File: src/hdl/sbds_pkg.sv
// Package for the SPI baud divider search: codes, divider tables and shared types.
package sbds_pkg;

  localparam int unsigned RateWidth  = 32;
  localparam int unsigned DivWidth   = 19;
  localparam int unsigned ProdWidth  = RateWidth + DivWidth;

  localparam logic [2:0] PRESCALERS [4] = '{3'd2, 3'd3, 3'd5, 3'd7};

  localparam logic [15:0] SCALERS [16] = '{
    16'd2,    16'd4,    16'd6,    16'd8,
    16'd16,   16'd32,   16'd64,   16'd128,
    16'd256,  16'd512,  16'd1024, 16'd2048,
    16'd4096, 16'd8192, 16'd16384, 16'd32768
  };

  typedef enum logic [1:0] {
    STATUS_FOUND    = 2'd0,
    STATUS_INVALID  = 2'd1,
    STATUS_NO_MATCH = 2'd2
  } status_e;

  typedef enum logic {
    ST_IDLE,
    ST_SEARCH
  } state_e;

  typedef struct packed {
    logic       valid;
    logic [1:0] p_idx;
    logic [3:0] s_idx;
    logic       last;
  } issue_t;

  typedef struct packed {
    logic       valid;
    logic       hit;
    logic [1:0] p_idx;
    logic [3:0] s_idx;
    logic       last;
  } match_t;

  function automatic logic [DivWidth-1:0] sbds_divisor(input logic [1:0] p_idx,
                                                       input logic [3:0] s_idx,
                                                       input logic       dbl);
    logic [2:0]          pre;
    logic [15:0]         scl;
    logic [DivWidth-1:0] base;
    pre  = PRESCALERS[p_idx];
    scl  = SCALERS[s_idx];
    base = DivWidth'(pre) * DivWidth'(scl);
    return base << dbl;
  endfunction

endpackage

File: src/hdl/sbds_match_unit.sv
// Shared multiply and range-compare unit testing one divider pair per cycle.
module sbds_match_unit (
  input  logic                clk_i,
  input  logic                rst_ni,
  input  sbds_pkg::issue_t    issue_i,
  input  logic                double_rate_i,
  input  logic [31:0]         requested_rate_i,
  input  logic [31:0]         clock_frequency_i,
  output sbds_pkg::match_t    match_o
);
  import sbds_pkg::*;

  logic [DivWidth-1:0]  div_d, div_q;
  logic [ProdWidth-1:0] prod_d, prod_q;
  logic                 valid_q;
  logic [1:0]           p_idx_q;
  logic [3:0]           s_idx_q;
  logic                 last_q;
  logic [ProdWidth:0]   diff;

  assign div_d  = sbds_divisor(issue_i.p_idx, issue_i.s_idx, double_rate_i);
  assign prod_d = ProdWidth'(requested_rate_i) * ProdWidth'(div_d);

  always_ff @(posedge clk_i or negedge rst_ni) begin
    if (!rst_ni) begin
      valid_q <= 1'b0;
    end else begin
      valid_q <= issue_i.valid;
    end
  end

  always_ff @(posedge clk_i) begin
    div_q   <= div_d;
    prod_q  <= prod_d;
    p_idx_q <= issue_i.p_idx;
    s_idx_q <= issue_i.s_idx;
    last_q  <= issue_i.last;
  end

  // hit when request * div <= clock < (request + 1) * div
  assign diff = (ProdWidth + 1)'(clock_frequency_i) - {1'b0, prod_q};

  always_comb begin
    match_o.valid = valid_q;
    match_o.hit   = valid_q && !diff[ProdWidth]
                    && (diff[ProdWidth-1:0] < ProdWidth'(div_q));
    match_o.p_idx = p_idx_q;
    match_o.s_idx = s_idx_q;
    match_o.last  = last_q;
  end

endmodule

File: src/hdl/spi_baud_divider_search_core.sv
// Top level of the SPI baud divider search: sequencer, configuration and result registers.
//
// Usage:
//   Write the input clock frequency on clock_frequency_i with cfg_valid_i;
//   cfg_ready_o is always high, and writes belong to idle periods only.
//   A requested rate is taken at a rising edge with start high and busy low.
//   busy stays high while the search runs. One word of result is shown on
//   status_o, double_rate_o, prescaler_index_o and scaler_index_o for exactly
//   one cycle with done_o high; the receiver cannot stall it.
//   A zero request gives its result in the cycle after acceptance.
//   Otherwise the sequencer issues divider pairs in order, prescaler outer,
//   scaler inner, one pair per cycle into the shared multiplier; the compare
//   follows in the cycle after. A match at pair k (0 to 63) is reported once
//   it passes the match unit registers and the done register; no match is
//   reported after the last pair is compared. No new request is taken while
//   busy, but a new one may be started in the cycle that done_o is high.
//   Reset clears the clock frequency to zero and returns the block to idle.
module spi_baud_divider_search_core (
  input  logic        clk_i,
  input  logic        rst_ni,
  input  logic        start,
  output logic        busy,
  input  logic [31:0] requested_rate_i,
  input  logic        cfg_valid_i,
  output logic        cfg_ready_o,
  input  logic [31:0] clock_frequency_i,
  output logic        done_o,
  output logic [1:0]  status_o,
  output logic        double_rate_o,
  output logic [1:0]  prescaler_index_o,
  output logic [3:0]  scaler_index_o
);
  import sbds_pkg::*;

  state_e      state_d, state_q;
  logic [31:0] clk_freq_q;
  logic [31:0] req_d, req_q;
  logic        dbl_d, dbl_q;
  logic [5:0]  idx_d, idx_q;
  logic        issued_all_d, issued_all_q;
  logic        done_d, done_q;
  status_e     status_d, status_q;
  logic        dbl_out_d, dbl_out_q;
  logic [1:0]  p_out_d, p_out_q;
  logic [3:0]  s_out_d, s_out_q;
  logic        accept;
  issue_t      issue;
  match_t      match;

  assign cfg_ready_o = 1'b1;
  assign busy        = (state_q == ST_SEARCH);
  assign accept      = start && !busy;

  sbds_match_unit u_match (
    .clk_i             (clk_i),
    .rst_ni            (rst_ni),
    .issue_i           (issue),
    .double_rate_i     (dbl_q),
    .requested_rate_i  (req_q),
    .clock_frequency_i (clk_freq_q),
    .match_o           (match)
  );

  always_comb begin
    state_d = state_q;
    unique case (state_q)
      ST_IDLE: begin
        if (accept && (requested_rate_i != 32'd0)) state_d = ST_SEARCH;
      end
      ST_SEARCH: begin
        if (match.valid && (match.hit || match.last)) state_d = ST_IDLE;
      end
    endcase
  end

  always_comb begin
    req_d        = req_q;
    dbl_d        = dbl_q;
    idx_d        = idx_q;
    issued_all_d = issued_all_q;
    done_d       = 1'b0;
    status_d     = status_q;
    dbl_out_d    = dbl_out_q;
    p_out_d      = p_out_q;
    s_out_d      = s_out_q;
    issue.valid  = 1'b0;
    issue.p_idx  = idx_q[5:4];
    issue.s_idx  = idx_q[3:0];
    issue.last   = (idx_q == 6'h3f);
    unique case (state_q)
      ST_IDLE: begin
        if (accept) begin
          req_d        = requested_rate_i;
          dbl_d        = requested_rate_i > (clk_freq_q >> 2);
          idx_d        = 6'd0;
          issued_all_d = 1'b0;
          if (requested_rate_i == 32'd0) begin
            done_d    = 1'b1;
            status_d  = STATUS_INVALID;
            dbl_out_d = 1'b0;
            p_out_d   = 2'd0;
            s_out_d   = 4'd0;
          end
        end
      end
      ST_SEARCH: begin
        issue.valid = !issued_all_q;
        if (!issued_all_q) begin
          if (idx_q == 6'h3f) issued_all_d = 1'b1;
          else idx_d = idx_q + 6'd1;
        end
        if (match.valid && match.hit) begin
          done_d    = 1'b1;
          status_d  = STATUS_FOUND;
          dbl_out_d = dbl_q;
          p_out_d   = match.p_idx;
          s_out_d   = match.s_idx;
        end else if (match.valid && match.last) begin
          done_d    = 1'b1;
          status_d  = STATUS_NO_MATCH;
          dbl_out_d = 1'b0;
          p_out_d   = 2'd0;
          s_out_d   = 4'd0;
        end
      end
    endcase
  end

  always_ff @(posedge clk_i or negedge rst_ni) begin
    if (!rst_ni) begin
      state_q      <= ST_IDLE;
      clk_freq_q   <= 32'd0;
      idx_q        <= 6'd0;
      issued_all_q <= 1'b0;
      done_q       <= 1'b0;
    end else begin
      state_q      <= state_d;
      idx_q        <= idx_d;
      issued_all_q <= issued_all_d;
      done_q       <= done_d;
      if (cfg_valid_i && cfg_ready_o) clk_freq_q <= clock_frequency_i;
    end
  end

  always_ff @(posedge clk_i) begin
    req_q     <= req_d;
    dbl_q     <= dbl_d;
    status_q  <= status_d;
    dbl_out_q <= dbl_out_d;
    p_out_q   <= p_out_d;
    s_out_q   <= s_out_d;
  end

  assign done_o            = done_q;
  assign status_o          = status_q;
  assign double_rate_o     = dbl_out_q;
  assign prescaler_index_o = p_out_q;
  assign scaler_index_o    = s_out_q;

`ifndef NO_ASSERTIONS
  a_zero_request: assert property (@(posedge clk_i) disable iff (!rst_ni)
    accept && (requested_rate_i == 32'd0) |=> done_o && (status_o == STATUS_INVALID))
    else $error("zero request not reported as invalid");

  a_search_starts: assert property (@(posedge clk_i) disable iff (!rst_ni)
    accept && (requested_rate_i != 32'd0) |=> busy && !done_o)
    else $error("search did not start");

  a_done_idle: assert property (@(posedge clk_i) disable iff (!rst_ni)
    done_o |-> !busy)
    else $error("result shown while still searching");

  a_fail_fields: assert property (@(posedge clk_i) disable iff (!rst_ni)
    done_o && (status_o != STATUS_FOUND)
      |-> !double_rate_o && (prescaler_index_o == 2'd0) && (scaler_index_o == 4'd0))
    else $error("failure result carries nonzero divider fields");
`endif

endmodule

File: config.mk
export PLATFORM = sky130hd
export DESIGN_NAME = spi_baud_divider_search_core
export DESIGN_NICKNAME = d
export VERILOG_FILES = /design/src/hdl/sbds_pkg.sv /design/src/hdl/sbds_match_unit.sv /design/src/hdl/spi_baud_divider_search_core.sv
export SDC_FILE = /design/constraint.sdc
export NUM_CORES = 2
export LEC_CHECK = 0
export ABC_AREA = 0
export BUFFER_PORTS_ARGS = -buffer_cell sky130_fd_sc_hd__buf_2
export CAP_MARGIN = 25
export CORE_ASPECT_RATIO = 1.2
export CORE_MARGIN = 5
export CORE_UTILIZATION = 40
export CTS_CLUSTER_SIZE = 25
export DETAILED_ROUTE_END_ITERATION = 12
export PLACE_DENSITY_LB_ADDON = 0.25
export SLEW_MARGIN = 20
export SYNTH_ARGS = -nofsm -noshare
export SYNTH_HDL_FRONTEND = slang
export SYNTH_SLANG_ARGS = --single-unit
File: constraint.sdc
create_clock -name clk_i -period 14.1 [get_ports clk_i]
set_clock_uncertainty 0.1 [all_clocks]
set_input_delay 2.115 -clock clk_i [delete_from_list [all_inputs] [get_ports clk_i]]
set_output_delay 2.115 -clock clk_i [all_outputs]
set_load 0.01 [all_outputs]
==> qor.csv <==
metric;value;unit
synth_cell_types;83;
numClockSinks;158;
layout-drive-gt1-share;5.436;%
synth_top_family_by_area;adder cells;
avgSynthCellArea;8.606;µm²
htree_levels;4;
synth-simple-area-share;16.54;%
synth-main-ff-cell;dfxtp_1;
core;0.06976;mm²
synth-compound-area-share;8.033;%
maxCapViolCount;0;
swShare;56.31;%
power_frac_clock;7.2;%
cts_root_buf;clkbuf_16;
wl_per_cell;19.41;µm
fp.dieH;300.8;µm
cts_tree;done;
cts_resized;0;
critPathMaxStageDelay;0.76;ns
dr.first_iter.drc_count;1261;
crit_top_cell;fa_1;
fin_crit_sh;82.54;%
die_x;252.4;µm
crit_path_start_kind;register;
syn_area;0.02819;mm²
cts_setup_buffers;0;
grt.overflow.total;0;
cts_buffers;17;
seqPwrFrac;10.5;%
finalNetCount;4063;
required;14.38;ns
cts_buffer_depth;2;
maxSlewViolCount;0;
tns;0;ns
synthCells;3276;
ys_seq_area_share;13.44;%
grt_pass1_vias;23150;
ios;80;
r2r_start;idx_q[0];
power.leakage;15.39;nW
min_path_type;reg -> reg;
rows;106;
syn_to_final_growth;6.364;%
dieArea;0.07591;mm²
synth_mux_area_share;0.8077;%
grt_max_degree;62;
route.detailed.drc;0;
status;finished, final reports clean;
async_flop_share;25.95;%
power.switching;3.646;mW
rsz0062_at_grt;false;
totalWireLength;81.04;mm
reg2regPathDepth;37;
critPathArrivalTime;11.92;ns
critPathCaptureType;register;
drtAntennaViolNets;0;
start_util;40.41;%
grt_pass1_wl;130.2;mm
critical_path.max_fanout;33;
slew_headroom;31.91;%
timing.fmax;0.08593;GHz
via_count;21720;
vias_per_cell;5.203;
antenna_found_initial;7;
io_buffers;77;
synthAdderAreaFrac;46.53;%
critical_path_class;reg -> reg;
power.internal;2.829;mW
holdPathEnd;u_match.s_idx_q[1];
critPathSlowestCell;mux2_2;
ys_warn_count;0;
r2r-end;u_match.prod_q[47];
power_frac_comb;82.3;%
dr.pass1.iters;5;
synth-xor-area-share;2.392;%
power-per-cell-area;215.9;mW/mm²
finalCriticalPeriod;11.64;ns
synth_nets;4096;
critPathBufInv;3;
clk_latency;0.46;ns
postCtsHoldBufs;0;
hold_path_depth;0;
hold_path_startpoint;idx_q[1];
ys_ff_latch;158;
clk_pin_slew;0.07;ns
rrSetupSlack;2.46;ns
vdd_ir_drop_max;0.2113;mV
hold_slack;0.3731;ns
critical_path.top_delay_family;adder cells;
place.detailed.hpwl;62.42;mm
grt_util_all_layers;21.97;%
final-hold-violation-count;0;
setup_viol;0;
tightestPinTransition;1.021;ns
gp_congestion;0.8809;
synth-edff-count;42;
cell families (layout without fill, tap and decap cells):
family          count (synthesis)  after routing
fa+ha+maj                     752            752
compound gates                361            361
other cells                     1              2
mux                            21             21
flops                         158            158
buf+inv                       917            897
simple gates                  989            989
xor+xnor                       77             77
cell usage after synthesis, types with 32 or more instances:
cell	n	area [µm²]
fa_1	494	9889
and2_1	172	1076
nor3_1	32	160.2
a21o_1	37	277.8
ha_1	258	3228
nor2_1	74	277.8
dfxtp_1	75	1501
clkbuf_1	124	465.5
inv_1	757	2841
a21oi_1	101	505.5
xnor2_1	48	420.4
o21ai_0	92	460.4
nand2_1	530	1989
edfxtp_1	42	1261
dfrtp_1	41	1026
nand3_1	55	275.3
flip-flops by register name (all words and copies together) (netlist names), 2 cells and up:
signal             flops
clk_freq_q            31
idx_q                  6
u_match.s_idx_q        4
prescaler_index_o      2
scaler_index_o         4
u_match.p_idx_q        2
req_q                 32
u_match.prod_q        50
status_o               2
u_match.div_q         18
power by group through the flow:
stage	Combinational (mW)	Clock, mW	Sequential [mW]
final	5.33	0.466	0.677
after global routing	6.07	0.492	0.687
after floorplan	3.80	0	0.643
after global placement	5.31	0	0.684
after detailed placement	5.31	0	0.684
after CTS	5.37	0.472	0.676
per-layer routing:
layer	share of wire (%)	up-vias	GRT usage (%)
met5	0	-	0
met4	3.1	0	6.774
met3	5.1	128	2.557
met2	51	629	39.28
met1	41	11020	27.86
li1	-	9942	-
cells in the final DEF (no fill, tap or decap), types with 11 or more instances in the layout:
cell         n
nand4_1     29
nor4_1      11
a31oi_1     17
nand2b_1    16
dfxtp_1     75
a21oi_1    101
xor2_1      29
xnor2_1     48
buf_4       26
o21a_1      17
clkbuf_16   18
inv_1      756
o21ai_0     92
and3_1      18
ha_1       258
nor3_1      32
buf_2       77
and2_1     172
dfrtp_1     41
mux2_2      14
a21o_1      37
nand2_1    530
fa_1       494
nor2b_1     16
edfxtp_1    42
nand3_1     55
nor2_1      74
cell type report:
type	count	area, µm²
Fill cell	7119	39780
Multi-Input combinational cell	2201	20990
Sequential cell	158	3789
Inverter	759	2849
Tap cell	918	1149
Timing Repair Buffer	106	635.6
Clock buffer	21	481.7
Clock inverter	11	93.84
Antenna cell	1	2.502
metrics by stage:
step	worst slack (ns)	util, %	power (mW)	cells	cell area (µm²)
global placement	2.402	42.08	5.993	4139	29350
finish	2.462	42.98	6.475	4175	29990
floorplan	4.243	-	4.443	3276	28190
CTS	2.549	42.95	6.520	4173	29960
detailed placement	2.606	42.13	5.994	4141	29390
global route	1.881	42.98	7.251	4174	29980
worst max-delay path by stage:
stage                  start            endpoint  slack (ns)  depth (start not counted)
detailed placement  idx_q[0]  u_match.prod_q[43]        2.61                         37
global placement    idx_q[5]  u_match.prod_q[43]        2.40                         35
global route        idx_q[0]  u_match.prod_q[43]        1.88                         36
finish              idx_q[0]  u_match.prod_q[47]        2.46                         37
floorplan           idx_q[0]  u_match.prod_q[47]        4.24                         38
CTS                 idx_q[0]  u_match.prod_q[43]        2.55                         37
No activity file was read; power rests on OpenSTA's default activity.
